<file path="src/hdl/urbx_pkg.sv">
// Shared types and constants for the dual-channel serial ring buffer block
// with XON/XOFF flow control. Used by urbx_ctrl, urbx_dp and the top level.
// No dependencies.
`default_nettype none

package urbx_pkg;

    localparam int CHANNELS_DEF = 2;
    localparam int RX_DEPTH_DEF = 64;
    localparam int TX_DEPTH_DEF = 64;

    localparam int BYTE_W      = 8;
    localparam int HIGH_MARK_W = 7;
    localparam int LOW_MARK_W  = 6;
    localparam int LEVEL_W     = 7;
    localparam int CFG_DATA_W  = 7;
    localparam int CFG_ADDR_W  = 1;

    localparam logic [HIGH_MARK_W-1:0] HIGH_MARK_RST = 7'd48;
    localparam logic [LOW_MARK_W-1:0]  LOW_MARK_RST  = 6'd16;

    // control characters: DC3 pauses, DC1 resumes
    localparam logic [BYTE_W-1:0] XOFF_BYTE = 8'h13;
    localparam logic [BYTE_W-1:0] XON_BYTE  = 8'h11;
    localparam logic [BYTE_W-1:0] CTRL_NONE = 8'h00;

    localparam logic [CFG_ADDR_W-1:0] REG_HIGH_MARK = 1'b0;
    localparam logic [CFG_ADDR_W-1:0] REG_LOW_MARK  = 1'b1;

    typedef enum logic [2:0] {
        CMD_LINE_RX    = 3'd0,
        CMD_TX_READY   = 3'd1,
        CMD_HOST_READ  = 3'd2,
        CMD_HOST_WRITE = 3'd3,
        CMD_INIT       = 3'd4
    } cmd_t;

    typedef enum logic [1:0] {
        ST_IDLE = 2'b01,
        ST_EXEC = 2'b10
    } state_t;

    // controller to datapath
    typedef struct packed {
        logic capture;   // latch the beat and launch the ring reads
        logic execute;   // update the channel and load the result
    } dp_cmd_t;

endpackage : urbx_pkg

`default_nettype wire

</file>
<file path="src/hdl/uart_ring_buffers_xon_xoff_top.sv">
// Top level of the serial ring buffer block with XON/XOFF flow control.
// Depends on urbx_pkg, urbx_ctrl and urbx_dp.
`default_nettype none

// One command beat is taken when start is high and busy is low. Each beat
// has a capture cycle, which reads the addressed channel's receive and
// transmit rings at their tails into registers, and an execute cycle (busy
// high), which updates pointers, fills and flags and writes a stored byte
// back. The result beat appears on the result ports in the cycle after the
// execute cycle, marked by done, which is high for exactly one cycle; a new command may
// be given in that same cycle, but not while a beat executes. The receiver
// cannot hold results off and must take each done beat as it comes. The mark
// registers are written through cfg_wr_en, cfg_addr and cfg_wdata; the user
// must write them only while no command is in flight: the block does not check.
module uart_ring_buffers_xon_xoff_top #(
    parameter int CHANNELS = urbx_pkg::CHANNELS_DEF,
    parameter int RX_DEPTH = urbx_pkg::RX_DEPTH_DEF,
    parameter int TX_DEPTH = urbx_pkg::TX_DEPTH_DEF
) (
    input  wire logic                               clk,
    input  wire logic                               rst_n,
    input  wire logic                               cfg_wr_en,
    input  wire logic [urbx_pkg::CFG_ADDR_W-1:0]    cfg_addr,
    input  wire logic [urbx_pkg::CFG_DATA_W-1:0]    cfg_wdata,
    input  wire logic                               start,
    output logic                                    busy,
    input  wire logic [2:0]                         cmd,
    input  wire logic                               channel,
    input  wire logic [urbx_pkg::BYTE_W-1:0]        data_byte,
    input  wire logic                               rx_ok,
    output logic                                    done,
    output logic                                    line_valid,
    output logic [urbx_pkg::BYTE_W-1:0]             line_byte,
    output logic                                    read_valid,
    output logic [urbx_pkg::BYTE_W-1:0]             read_byte,
    output logic                                    write_accepted,
    output logic                                    tx_irq_enable,
    output logic [urbx_pkg::LEVEL_W-1:0]            rx_level,
    output logic [urbx_pkg::LEVEL_W-1:0]            tx_level
);
    import urbx_pkg::*;

    dp_cmd_t dp_cmd;

    urbx_ctrl u_ctrl (
        .clk    (clk),
        .rst_n  (rst_n),
        .start  (start),
        .busy   (busy),
        .done   (done),
        .dp_cmd (dp_cmd)
    );

    urbx_dp #(
        .CHANNELS (CHANNELS),
        .RX_DEPTH (RX_DEPTH),
        .TX_DEPTH (TX_DEPTH)
    ) u_dp (
        .clk            (clk),
        .rst_n          (rst_n),
        .dp_cmd         (dp_cmd),
        .cfg_wr_en      (cfg_wr_en),
        .cfg_addr       (cfg_addr),
        .cfg_wdata      (cfg_wdata),
        .cmd            (cmd),
        .channel        (channel),
        .data_byte      (data_byte),
        .rx_ok          (rx_ok),
        .line_valid     (line_valid),
        .line_byte      (line_byte),
        .read_valid     (read_valid),
        .read_byte      (read_byte),
        .write_accepted (write_accepted),
        .tx_irq_enable  (tx_irq_enable),
        .rx_level       (rx_level),
        .tx_level       (tx_level)
    );

endmodule : uart_ring_buffers_xon_xoff_top

`default_nettype wire

</file>
<file path="src/hdl/urbx_ctrl.sv">
// Sequencing state machine for the ring buffer block.
// Depends on urbx_pkg.
`default_nettype none

module urbx_ctrl (
    input  wire logic             clk,
    input  wire logic             rst_n,
    input  wire logic             start,
    output logic                  busy,
    output logic                  done,
    output urbx_pkg::dp_cmd_t     dp_cmd
);
    import urbx_pkg::*;

    state_t state_reg, state_next;
    logic   done_reg;

    always_comb
    begin
        dp_cmd.capture = (state_reg == ST_IDLE) && start;
        dp_cmd.execute = (state_reg == ST_EXEC);
        state_next     = state_reg;
        unique case (state_reg)
            ST_IDLE:
            begin
                if (start)
                begin
                    state_next = ST_EXEC;
                end
            end
            ST_EXEC:
            begin
                state_next = ST_IDLE;
            end
            default:
            begin
                state_next = ST_IDLE;
            end
        endcase
    end

    always_ff @(posedge clk or negedge rst_n)
    begin
        if (!rst_n)
        begin
            state_reg <= ST_IDLE;
            done_reg  <= 1'b0;
        end
        else
        begin
            state_reg <= state_next;
            done_reg  <= dp_cmd.execute;
        end
    end

    assign busy = (state_reg == ST_EXEC);
    assign done = done_reg;

    a_done_follows_exec: assert property (@(posedge clk) disable iff (!rst_n)
        done |-> $past(dp_cmd.execute))
        else $error("result strobe without a preceding execute cycle");

    a_exec_gives_done: assert property (@(posedge clk) disable iff (!rst_n)
        dp_cmd.execute |=> (done && !busy))
        else $error("execute cycle did not end in a result beat");

    a_no_capture_busy: assert property (@(posedge clk) disable iff (!rst_n)
        busy |-> !dp_cmd.capture)
        else $error("beat captured while busy");

endmodule : urbx_ctrl

`default_nettype wire

</file>
<file path="src/hdl/urbx_dp.sv">
// Datapath: per-channel ring pointers, fills and flow-control flags, the
// receive and transmit byte memories, mark registers and result registers.
// Depends on urbx_pkg.
`default_nettype none

module urbx_dp #(
    parameter int CHANNELS = urbx_pkg::CHANNELS_DEF,
    parameter int RX_DEPTH = urbx_pkg::RX_DEPTH_DEF,
    parameter int TX_DEPTH = urbx_pkg::TX_DEPTH_DEF
) (
    input  wire logic                               clk,
    input  wire logic                               rst_n,
    input  urbx_pkg::dp_cmd_t                       dp_cmd,
    input  wire logic                               cfg_wr_en,
    input  wire logic [urbx_pkg::CFG_ADDR_W-1:0]    cfg_addr,
    input  wire logic [urbx_pkg::CFG_DATA_W-1:0]    cfg_wdata,
    input  wire logic [2:0]                         cmd,
    input  wire logic                               channel,
    input  wire logic [urbx_pkg::BYTE_W-1:0]        data_byte,
    input  wire logic                               rx_ok,
    output logic                                    line_valid,
    output logic [urbx_pkg::BYTE_W-1:0]             line_byte,
    output logic                                    read_valid,
    output logic [urbx_pkg::BYTE_W-1:0]             read_byte,
    output logic                                    write_accepted,
    output logic                                    tx_irq_enable,
    output logic [urbx_pkg::LEVEL_W-1:0]            rx_level,
    output logic [urbx_pkg::LEVEL_W-1:0]            tx_level
);
    import urbx_pkg::*;

    localparam int CH_W      = (CHANNELS > 1) ? $clog2(CHANNELS) : 1;
    localparam int RX_PTR_W  = $clog2(RX_DEPTH);
    localparam int TX_PTR_W  = $clog2(TX_DEPTH);
    localparam int RX_FILL_W = $clog2(RX_DEPTH + 1);
    localparam int TX_FILL_W = $clog2(TX_DEPTH + 1);
    localparam int RX_CMP_W  = (RX_FILL_W > HIGH_MARK_W) ? RX_FILL_W : HIGH_MARK_W;

    localparam logic [RX_PTR_W-1:0]  RX_PTR_LAST = RX_PTR_W'(RX_DEPTH - 1);
    localparam logic [TX_PTR_W-1:0]  TX_PTR_LAST = TX_PTR_W'(TX_DEPTH - 1);
    localparam logic [RX_FILL_W-1:0] RX_FULL     = RX_FILL_W'(RX_DEPTH);
    localparam logic [TX_FILL_W-1:0] TX_FULL     = TX_FILL_W'(TX_DEPTH);

    // configuration
    logic [HIGH_MARK_W-1:0] high_mark_reg;
    logic [LOW_MARK_W-1:0]  low_mark_reg;

    // per-channel state
    logic [RX_PTR_W-1:0]  rx_head_reg  [CHANNELS];
    logic [RX_PTR_W-1:0]  rx_tail_reg  [CHANNELS];
    logic [RX_FILL_W-1:0] rx_fill_reg  [CHANNELS];
    logic [TX_PTR_W-1:0]  tx_head_reg  [CHANNELS];
    logic [TX_PTR_W-1:0]  tx_tail_reg  [CHANNELS];
    logic [TX_FILL_W-1:0] tx_fill_reg  [CHANNELS];
    logic                 throttled_reg[CHANNELS];
    logic                 paused_reg   [CHANNELS];
    logic [BYTE_W-1:0]    pending_reg  [CHANNELS];
    logic                 tx_en_reg    [CHANNELS];

    // byte memories
    logic [BYTE_W-1:0] rx_mem [CHANNELS][RX_DEPTH];
    logic [BYTE_W-1:0] tx_mem [CHANNELS][TX_DEPTH];
    logic [BYTE_W-1:0] rx_rd_reg;
    logic [BYTE_W-1:0] tx_rd_reg;

    // captured beat
    cmd_t              cmd_reg;
    logic [CH_W-1:0]   cidx_reg;
    logic              ch_ok_reg;
    logic [BYTE_W-1:0] byte_reg;
    logic              ok_reg;

    // results
    logic              line_valid_reg, read_valid_reg, write_acc_reg, tx_irq_reg;
    logic [BYTE_W-1:0] line_byte_reg, read_byte_reg;
    logic [LEVEL_W-1:0] rx_level_reg, tx_level_reg;

    logic              in_ch_ok;
    logic [CH_W-1:0]   in_cidx;

    // working values for the addressed channel
    logic [RX_PTR_W-1:0]  rx_head_next, rx_tail_next;
    logic [RX_FILL_W-1:0] rx_fill_next;
    logic [TX_PTR_W-1:0]  tx_head_next, tx_tail_next;
    logic [TX_FILL_W-1:0] tx_fill_next;
    logic                 throttled_next, paused_next, tx_en_next;
    logic [BYTE_W-1:0]    pending_next;
    logic                 rx_wr, tx_wr;
    logic                 lv, rv, wa;
    logic [BYTE_W-1:0]    lb, rb;

    assign in_ch_ok = (32'(channel) < CHANNELS);
    assign in_cidx  = in_ch_ok ? CH_W'(channel) : '0;

    always_ff @(posedge clk or negedge rst_n)
    begin
        if (!rst_n)
        begin
            high_mark_reg <= HIGH_MARK_RST;
            low_mark_reg  <= LOW_MARK_RST;
        end
        else if (cfg_wr_en)
        begin
            unique case (cfg_addr)
                REG_HIGH_MARK: high_mark_reg <= cfg_wdata;
                REG_LOW_MARK:  low_mark_reg  <= cfg_wdata[LOW_MARK_W-1:0];
                default:       ;
            endcase
        end
    end

    // capture the beat
    always_ff @(posedge clk)
    begin
        if (dp_cmd.capture)
        begin
            cmd_reg   <= cmd_t'(cmd);
            cidx_reg  <= in_cidx;
            ch_ok_reg <= in_ch_ok;
            byte_reg  <= data_byte;
            ok_reg    <= rx_ok;
        end
    end

    // ring memories: read at the tails on capture, write back on execute
    always_ff @(posedge clk)
    begin
        if (dp_cmd.capture)
        begin
            rx_rd_reg <= rx_mem[in_cidx][rx_tail_reg[in_cidx]];
        end
        if (rx_wr)
        begin
            rx_mem[cidx_reg][rx_head_reg[cidx_reg]] <= byte_reg;
        end
    end

    always_ff @(posedge clk)
    begin
        if (dp_cmd.capture)
        begin
            tx_rd_reg <= tx_mem[in_cidx][tx_tail_reg[in_cidx]];
        end
        if (tx_wr)
        begin
            tx_mem[cidx_reg][tx_head_reg[cidx_reg]] <= byte_reg;
        end
    end

    always_comb
    begin
        rx_head_next   = rx_head_reg[cidx_reg];
        rx_tail_next   = rx_tail_reg[cidx_reg];
        rx_fill_next   = rx_fill_reg[cidx_reg];
        tx_head_next   = tx_head_reg[cidx_reg];
        tx_tail_next   = tx_tail_reg[cidx_reg];
        tx_fill_next   = tx_fill_reg[cidx_reg];
        throttled_next = throttled_reg[cidx_reg];
        paused_next    = paused_reg[cidx_reg];
        pending_next   = pending_reg[cidx_reg];
        tx_en_next     = tx_en_reg[cidx_reg];
        rx_wr          = 1'b0;
        tx_wr          = 1'b0;
        lv             = 1'b0;
        lb             = '0;
        rv             = 1'b0;
        rb             = '0;
        wa             = 1'b0;

        unique case (cmd_reg)
            CMD_LINE_RX:
            begin
                if (ok_reg)
                begin
                    if (byte_reg == XOFF_BYTE)
                    begin
                        paused_next = 1'b1;
                    end
                    else if (byte_reg == XON_BYTE)
                    begin
                        paused_next = 1'b0;
                        tx_en_next  = 1'b1;
                    end
                    else
                    begin
                        rx_wr        = 1'b1;
                        rx_head_next = (rx_head_next == RX_PTR_LAST) ? '0
                                                                     : rx_head_next + 1'b1;
                        // full ring: drop the oldest byte
                        if (rx_fill_next < RX_FULL)
                        begin
                            rx_fill_next = rx_fill_next + 1'b1;
                        end
                        else
                        begin
                            rx_tail_next = (rx_tail_next == RX_PTR_LAST) ? '0
                                                                         : rx_tail_next + 1'b1;
                        end
                        if ((RX_CMP_W'(rx_fill_next) >= RX_CMP_W'(high_mark_reg))
                            && !throttled_next)
                        begin
                            throttled_next = 1'b1;
                            pending_next   = XOFF_BYTE;
                            tx_en_next     = 1'b1;
                        end
                    end
                end
            end
            CMD_TX_READY:
            begin
                if (tx_en_next)
                begin
                    if (pending_next != CTRL_NONE)
                    begin
                        lv           = 1'b1;
                        lb           = pending_next;
                        pending_next = CTRL_NONE;
                    end
                    else if ((tx_fill_next != '0) && !paused_next)
                    begin
                        lv           = 1'b1;
                        lb           = tx_rd_reg;
                        tx_tail_next = (tx_tail_next == TX_PTR_LAST) ? '0
                                                                     : tx_tail_next + 1'b1;
                        tx_fill_next = tx_fill_next - 1'b1;
                    end
                    else
                    begin
                        tx_en_next = 1'b0;
                    end
                end
            end
            CMD_HOST_READ:
            begin
                if (rx_fill_next != '0)
                begin
                    rx_fill_next = rx_fill_next - 1'b1;
                    if ((RX_CMP_W'(rx_fill_next) <= RX_CMP_W'(low_mark_reg))
                        && throttled_next)
                    begin
                        throttled_next = 1'b0;
                        pending_next   = XON_BYTE;
                        tx_en_next     = 1'b1;
                    end
                    rv           = 1'b1;
                    rb           = rx_rd_reg;
                    rx_tail_next = (rx_tail_next == RX_PTR_LAST) ? '0
                                                                 : rx_tail_next + 1'b1;
                end
            end
            CMD_HOST_WRITE:
            begin
                if (tx_fill_next < TX_FULL)
                begin
                    tx_wr        = 1'b1;
                    tx_head_next = (tx_head_next == TX_PTR_LAST) ? '0
                                                                 : tx_head_next + 1'b1;
                    tx_fill_next = tx_fill_next + 1'b1;
                    wa           = 1'b1;
                    if (!paused_next)
                    begin
                        tx_en_next = 1'b1;
                    end
                end
            end
            CMD_INIT:
            begin
                rx_head_next   = '0;
                rx_tail_next   = '0;
                rx_fill_next   = '0;
                tx_head_next   = '0;
                tx_tail_next   = '0;
                tx_fill_next   = '0;
                throttled_next = 1'b0;
                paused_next    = 1'b0;
                pending_next   = CTRL_NONE;
                tx_en_next     = 1'b0;
            end
            default:
            begin
            end
        endcase

        // no write-back outside execute or for an absent channel
        if (!(dp_cmd.execute && ch_ok_reg))
        begin
            rx_wr = 1'b0;
            tx_wr = 1'b0;
        end
    end

    always_ff @(posedge clk or negedge rst_n)
    begin
        if (!rst_n)
        begin
            for (int c = 0; c < CHANNELS; c++)
            begin
                rx_head_reg[c]   <= '0;
                rx_tail_reg[c]   <= '0;
                rx_fill_reg[c]   <= '0;
                tx_head_reg[c]   <= '0;
                tx_tail_reg[c]   <= '0;
                tx_fill_reg[c]   <= '0;
                throttled_reg[c] <= 1'b0;
                paused_reg[c]    <= 1'b0;
                pending_reg[c]   <= CTRL_NONE;
                tx_en_reg[c]     <= 1'b0;
            end
        end
        else if (dp_cmd.execute && ch_ok_reg)
        begin
            rx_head_reg[cidx_reg]   <= rx_head_next;
            rx_tail_reg[cidx_reg]   <= rx_tail_next;
            rx_fill_reg[cidx_reg]   <= rx_fill_next;
            tx_head_reg[cidx_reg]   <= tx_head_next;
            tx_tail_reg[cidx_reg]   <= tx_tail_next;
            tx_fill_reg[cidx_reg]   <= tx_fill_next;
            throttled_reg[cidx_reg] <= throttled_next;
            paused_reg[cidx_reg]    <= paused_next;
            pending_reg[cidx_reg]   <= pending_next;
            tx_en_reg[cidx_reg]     <= tx_en_next;
        end
    end

    // result beat: all zero for an absent channel
    always_ff @(posedge clk)
    begin
        if (dp_cmd.execute)
        begin
            line_valid_reg <= ch_ok_reg & lv;
            line_byte_reg  <= ch_ok_reg ? lb : '0;
            read_valid_reg <= ch_ok_reg & rv;
            read_byte_reg  <= ch_ok_reg ? rb : '0;
            write_acc_reg  <= ch_ok_reg & wa;
            tx_irq_reg     <= ch_ok_reg & tx_en_next;
            rx_level_reg   <= ch_ok_reg ? LEVEL_W'(rx_fill_next) : '0;
            tx_level_reg   <= ch_ok_reg ? LEVEL_W'(tx_fill_next) : '0;
        end
    end

    assign line_valid     = line_valid_reg;
    assign line_byte      = line_byte_reg;
    assign read_valid     = read_valid_reg;
    assign read_byte      = read_byte_reg;
    assign write_accepted = write_acc_reg;
    assign tx_irq_enable  = tx_irq_reg;
    assign rx_level       = rx_level_reg;
    assign tx_level       = tx_level_reg;

    a_fill_bounds: assert property (@(posedge clk) disable iff (!rst_n)
        dp_cmd.execute |-> (rx_fill_reg[cidx_reg] <= RX_FULL)
                        && (tx_fill_reg[cidx_reg] <= TX_FULL))
        else $error("ring fill beyond depth");

    a_pending_code: assert property (@(posedge clk) disable iff (!rst_n)
        dp_cmd.execute |-> (pending_reg[cidx_reg] == CTRL_NONE)
                        || (pending_reg[cidx_reg] == XON_BYTE)
                        || (pending_reg[cidx_reg] == XOFF_BYTE))
        else $error("pending control byte is neither XON nor XOFF");

endmodule : urbx_dp

`default_nettype wire

</file>
<file path="config.mk">
export PLATFORM = sky130hd
export DESIGN_NAME = uart_ring_buffers_xon_xoff_top
export DESIGN_NICKNAME = d
export VERILOG_FILES = /design/src/hdl/urbx_pkg.sv /design/src/hdl/uart_ring_buffers_xon_xoff_top.sv /design/src/hdl/urbx_ctrl.sv /design/src/hdl/urbx_dp.sv
export SDC_FILE = /design/constraint.sdc
export NUM_CORES = 2
export LEC_CHECK = 0
export BUFFER_PORTS_ARGS = -buffer_cell sky130_fd_sc_hd__buf_4
export CORE_AREA = 3 3 398 400
export DETAILED_ROUTE_END_ITERATION = 8
export DIE_AREA = 0 0 401 403
export GPL_TIMING_DRIVEN = 0
export PLACE_DENSITY_LB_ADDON = 0.15
export SETUP_SLACK_MARGIN = 0.1
export SYNTH_ARGS = -nofsm -noshare
export SYNTH_HDL_FRONTEND = slang
export SYNTH_SLANG_ARGS = --single-unit
export TNS_END_PERCENT = 10
</file>
<file path="constraint.sdc">
create_clock -name clk -period 5.7 [get_ports clk]
set_input_delay 0.285 -clock clk [delete_from_list [all_inputs] [get_ports clk]]
set_output_delay 0.285 -clock clk [all_outputs]
set_load 0.01 [all_outputs]
</file>
# Yosys cells after proc, flatten, opt, wreduce, memory -nomap -nowiden
# Memories as Yosys holds them, arrays and structs flattened.
# Index checks and enable logic that the tools add are counted.
# totals
register_bits,177
mem_bits_rw,2048
input_bits,25
out_inout_bits,36
wordCells,246
memories,2
# memory_table
memory,depth,word_bits,rd,rd_clocked_by_memory_dff,wr,line,source
u_dp.rx_mem,2,512,1,0,1,urbx_dp.sv:61,logic [BYTE_W-1:0] rx_mem [CHANNELS][RX_DEPTH];
u_dp.tx_mem,2,512,1,0,1,urbx_dp.sv:62,logic [BYTE_W-1:0] tx_mem [CHANNELS][TX_DEPTH];
# classes
n_addsub,8
order_cmp,13
eq_ne,13
n_mux,148
bitwise_logic,7
n_reduce_logical,17
# op_table
op,n
512-bit two-way mux,2
6-bit two-way mux,35
8-bit two-way mux,20
7-bit two-way mux,20
8-bit binary-select mux with 6-bit select,2
8-bit demux with 6-bit select,2
12-bit bitwise mux,4
7-bit one-hot mux with 3 select lines,2
1-bit two-way mux,41
6-bit one-hot mux with 2 select lines,3
8-bit one-hot mux with 4 select lines,1
14-bit bitwise mux,2
"7-bit greater-or-equal comparator, second input constant",4
6-bit inverter with 7-bit output,4
"6-bit by 1-bit adder with 6-bit output, second input constant",4
"6-bit equality test, second input constant",4
6-bit one-hot mux with 3 select lines,1
16-bit bitwise mux,1
"8-bit by 5-bit equality test with 1-bit output, second input constant",2
"7-bit by 1-bit adder with 7-bit output, second input constant",2
"7-bit by 1-bit < comparator with 1-bit output, second input constant",2
"7-bit < comparator, second input constant",2
7-bit nonzero test,2
"7-bit by 1-bit subtractor with 7-bit output, second input constant",2
26 further kinds,42

# Logic depth before layout (Yosys ltp)
# depth
depth_word,18
ltp_mapped,16
ltp_nobuf,13

# Hierarchy
# A second synthesis with hierarchy kept.
# unflattened
cells_unflattened,5898
area_unflattened_um2,91721.7
# by_module_without_submodules
mod,n_inst,cells_per_inst,area_each_um2,seq_area_each_um2
urbx_dp,1,5890,91606.6,66172.2
urbx_ctrl,1,8,115.1,76.3

# Worst setup path before layout
# Ideal clock, no wire load.
# synth_timing
kind,register -> register
startpoint,register u_dp.byte_reg[6]
endpoint,"memory u_dp.rx_mem[1][128] (netlist bit), enable pin"
setup_ns,0.370
t_arrival_ns,5.645
t_required_ns,5.330
setup_slack_ns,-0.316
stages_incl_launch_ff,8
path_buffers,1
period_less_slack_ns,6.016
cell_sequence,edfxtp_1 > nor4b_1 > a21oi_1 > nand2_1 > nor3_2 > nand2_1 > buf_2 > nor2_1
# synth_between
elab_chain_cells,8
word_cells_on_any_way,9
cone_classes,eq/ne: 2; mux: 7
# synth_lines
item,line,source
"start, declared",urbx_dp.sv:70,logic [BYTE_W-1:0] byte_reg;
"start signal, assigned",urbx_dp.sv:120,byte_reg <= data_byte;
8-bit by 5-bit equality test with 1-bit output,urbx_dp.sv:179,else if (byte_reg == XON_BYTE)
1-bit two-way mux,urbx_dp.sv:179,
1-bit two-way mux *,urbx_dp.sv:175,if (byte_reg == XOFF_BYTE)
1-bit two-way mux *,urbx_dp.sv:173,if (ok_reg)
1-bit two-way mux *,urbx_dp.sv:170,unique case (cmd_reg)
1-bit two-way mux *,urbx_dp.sv:285,if (!(dp_cmd.execute && ch_ok_reg))
1-bit two-way mux *,urbx_dp.sv:132,if (rx_wr)
512-bit two-way mux (implied by the code) *,urbx_dp.sv:134,rx_mem[cidx_reg][rx_head_reg[cidx_reg]] <= byte_reg;
"end, declared",urbx_dp.sv:61,
# Every way passes the cells marked *; elsewhere a longest branch is shown, timed or not.

# Final worst setup path
# layout_timing
startpoint,register u_dp.cidx_reg
endpoint,"memory u_dp.tx_mem[1][387] (netlist bit), enable pin"
# layout_between
elab_chain_cells,10
word_cells_on_any_way,19
cone_classes,order compare: 3; mux: 13; bitwise: 2; reduce/logical: 1
# layout_lines
item,line,source
"start, declared",urbx_dp.sv:68,logic [CH_W-1:0] cidx_reg;
"start signal, assigned",urbx_dp.sv:118,cidx_reg <= in_cidx;
1-bit inverter with 2-bit output (implied by the code),"urbx_dp.sv:146, urbx_dp.sv:157",
6-bit two-way mux (implied by the code) / 7-bit two-way mux (equally long branches) (3 in series),"urbx_dp.sv:146, urbx_dp.sv:157",
6-bit inverter with 7-bit output (implied by the code) / 7-bit < comparator (equally long branches),"urbx_dp.sv:146, urbx_dp.sv:253",
"7-bit greater-or-equal comparator (implied by the code), or another cell as far along",urbx_dp.sv:146,tx_mem[cidx_reg][tx_head_reg[cidx_reg]] <= byte_reg;
1-bit logical AND (implied by the code) / 1-bit two-way mux (equally long branches),"urbx_dp.sv:146, urbx_dp.sv:170",
8-bit two-way mux (implied by the code) / 1-bit two-way mux (equally long branches),"urbx_dp.sv:146, urbx_dp.sv:285",
8-bit demux with 6-bit select / 1-bit two-way mux (equally long branches),"urbx_dp.sv:146, urbx_dp.sv:144",
512-bit two-way mux (implied by the code),urbx_dp.sv:146,
"end, declared",urbx_dp.sv:62,
# Parallel ways exist; a longest one is shown, timed or not. The select of a mux whose other input is x is not followed.

==> flow_summary.ini <==
[status]
run_status = complete, no violations

[critical_path]
critical-path-top-cell-by-count = buf_2
timing.critical_path.to_type = flip-flop
critical_path_arrival_ns = 5.56
cp_slowest_cell = nor2_1
delay_of_the_slowest_critical_path_stage_ns = 1.31
timing.critical_path.required_ns = 6.15
timing.critical_path.fanout_max = 10
worstPathCellList = buf_4, buf_6, buf_6, buf_2, buf_2, buf_2, buf_2, nand4_1, nor2_1
crit_path_start_kind = flip-flop
path_class = flip-flop to flip-flop

[floorplan]
die-width_microns = 401
io-pin-count = 61
initial_utilization_pct = 56.7
die_area_sq_um = 162000
die_h_microns = 403
placeableCoreArea_sq_um = 156000
placementRows = 145

[sta]
setup_viol_count_final = 0
timing.slew.headroom_pct = 2.55
drv_slew = 0
fin_worst_skew_ns = 0.0276
grt_setup_unrepaired = no
finalHoldViolations = 0
part_of_the_cycle_the_worst_path_needs_pct = 89.6
worst_slew_pin_tran_ns = 1.46
maxClockFrequency_mhz = 196
layout_min_cycle_time_ns = 5.11

[grt]
grt_pass1_wl_microns = 372000
globalRouteTotalUtil_pct = 32.5
antenna_violations_before_repair = 5
maximum_number_of_pins_on_one_net_before_global_route_repair = 64
global_route.overflow_total = 0
first_global_vias = 50600

[placed_design]
placement.io_buffers = 60
dpl_cell_area_sq_um = 93700
detailedPlacementHpwl_microns = 187000
globalplace.congestion = 1.01

[yosys]
synth_enable_flop_cells = 2111
synth_sequential_area_ratio_pct = 75.1
synthesis.area_per_instance_sq_um = 16.5
mapped_area_sq_um = 88200
number_of_flip_flops_and_latches_in_the_synthesized_netlist = 2225
yosys_warnings = 0
syn-num-nets = 5378
asyncSetResetFlopFracSynth_pct = 5.12
post_synth_num_cell_types = 69
synth_cells = 5331
dominantRegCellSynth = edfxtp_1

[run]
max-cap-violations = 0

[clocking]
clk_sink_count = 2225
clock_insertion_delay_at_the_later_pin_of_the_skew_report_ns = 0.85
cts.repair_timing.setup_buffer_count = 0
count_of_hold_fix_buffers_inserted_at_cts = 31
tritoncts = yes
numCtsBuffers = 216
post_cts_resize_count = 0
htree_num_levels = 4
cts_root_buf = clkbuf_16
max-clock-path-buffers = 3
clk_transition_reported_paths_ns = 0.06

[cells_and_area]
nets = 5781
final_layout_size_suffix_gt1_share_pct = 11.0
finalInstanceArea_sq_um = 101000
area_growth_syn_to_layout_pct = 14.4
post-route-util_pct = 64.8

[detailed_routing]
dr.pass1.iters = 8
post_route_antenna_net_violation_count = 0
via_count = 52700
wl_per_cell_microns = 33.2
drt_drc_violations_left = 0
via_per_inst = 6.61
route.final.wire_length_microns = 265000
first_iter_violations = 6689

[power_and_ir_drop]
leakagePower_nw = 38.4
worst_ir_drop_vdd_uv = 297
power_per_cell_area_nw_per_um2 = 377

[min_path]
hold_path.class = primary input to async pin
[cells in the final DEF (no fill, tap or decap), types with 15 or more instances in the layout]
master | Yosys | layout
a21oi_1 | 112 | 111
a31oi_1 | 22 | 22
buf_16 | 0 | 86
buf_2 | 100 | 100
buf_4 | 18 | 78
buf_6 | 21 | 22
bufinv_16 | 0 | 15
clkbuf_1 | 135 | 187
clkbuf_16 | 0 | 217
clkinv_1 | 0 | 50
clkinv_2 | 0 | 35
dfrtp_1 | 110 | 110
dlygate4sd3_1 | 0 | 31
edfxtp_1 | 2111 | 2111
ha_1 | 22 | 22
inv_1 | 48 | 46
mux2_2 | 33 | 33
mux2i_1 | 1056 | 1056
nand2_1 | 184 | 183
nand3_1 | 39 | 39
nand4_1 | 16 | 16
nor2_1 | 319 | 315
nor2b_1 | 29 | 29
nor3_1 | 15 | 15
nor4_1 | 135 | 135
o21ai_0 | 104 | 104
o22ai_1 | 516 | 516
or4_1 | 16 | 16
[critical path, delay by kind of cell, from the launching register on]
| family | cells | cell delay [ns] |
|---|---|---|
| DFF | 1 | 0.32 |
| and+or+nand+nor | 2 | 2.36 |
| buffers and inverters | 7 | 2.02 |
[cell type report]
| class | count | area [sq um] |
|---|---|---|
| diodes | 4 | 10.0 |
| fillers | 10900 | 54800 |
| multi-input cells | 2780 | 20400 |
| well taps | 2058 | 2570 |
| repair buffers | 185 | 3250 |
| flip-flops and latches | 2225 | 66200 |
| clock buffers | 276 | 5720 |
| inverters | 48 | 180 |
| plain buffers | 278 | 1390 |
| clock inverters | 122 | 1100 |
[layer usage]
layer	routed length (microns)	track usage [%]	vias to the layer above	share of wire [%]
li1	-	-	22000	-
met1	98200	42.6	26700	37
met2	123000	51.3	3352	47
met3	26000	6.41	708	9.8
met4	17600	18.2	2	6.6
met5	13	0	-	0.0049
[logic make-up after synthesis]
family                     count (synthesis)  share of synthesized area [%]
DFF                                     2225                           75.1
and+or+nand+nor                          805                           4.27
adders and majority gates                 22                          0.312
buffers and inverters                    326                           1.78
xor gates and xnor gates                  10                         0.0993
AOI/OAI and AO/OA                        851                           5.97
muxes                                   1092                           12.5
[through the flow]
step / TNS (ns) / setup WS [ns] / power, mW / hold WS [ns] / cells
6_report: 0 / 0.592 / 38.0 / 0.157 / 7976
5_1_grt: 0 / 0.605 / 39.0 / 0.166 / 7972
4_1_cts: 0 / 0.736 / 38.0 / 0.103 / 7972
3_5_place_dp: 0 / 0.725 / 24.4 / 0.441 / 7543
3_3_place_gp: - / -6.45 / 24.2 / 0.461 / 7449
2_1_floorplan: -95.51 / -0.170 / 22.3 / -0.0106 / 5331
[Yosys cell counts (all sizes together), types with 29 or more instances]
| library cell | n | share of area, % |
|---|---|---|
| edfxtp | 2111 | 72 |
| inv | 48 | 0.20 |
| mux2 | 33 | 0.42 |
| mux2i | 1059 | 12 |
| nand3 | 39 | 0.22 |
| nand2 | 184 | 0.78 |
| o21ai | 105 | 0.60 |
| nor4 | 135 | 0.96 |
| buf | 143 | 1.0 |
| clkbuf | 135 | 0.57 |
| nor2b | 29 | 0.21 |
| nor2 | 319 | 1.4 |
| o22ai | 516 | 3.7 |
| dfrtp | 110 | 3.1 |
| a21oi | 112 | 0.64 |
[worst paths after layout]
check | slack, ns | endpoint | start | cells past startpoint
worst min register to register | 0.48 | u_dp.paused_reg[0] | u_dp.paused_reg[0] | 2
min in group clk | 0.18 | u_dp.byte_reg[1] | data_byte[1] | 2
max in group asynchronous | 4.79 | u_dp.rx_tail_reg[9] | rst_n | 3
worst max-delay path | 0.59 | u_dp.tx_mem[1][387] | u_dp.cidx_reg | 9
worst max register to register | 0.59 | u_dp.tx_mem[1][387] | u_dp.cidx_reg | 9
worst min-delay path | 0.16 | u_dp.tx_en_reg[1] | rst_n | 2
[power breakdown]
group          internal, mW  leakage, nW  total, mW  switching, mW
Sequential             18.1         20.5       18.2          0.117
Clock                  7.78         3.33       13.9           6.09
Combinational          2.25         14.6       5.96           3.70
No activity file was read; power rests on OpenSTA's default activity.
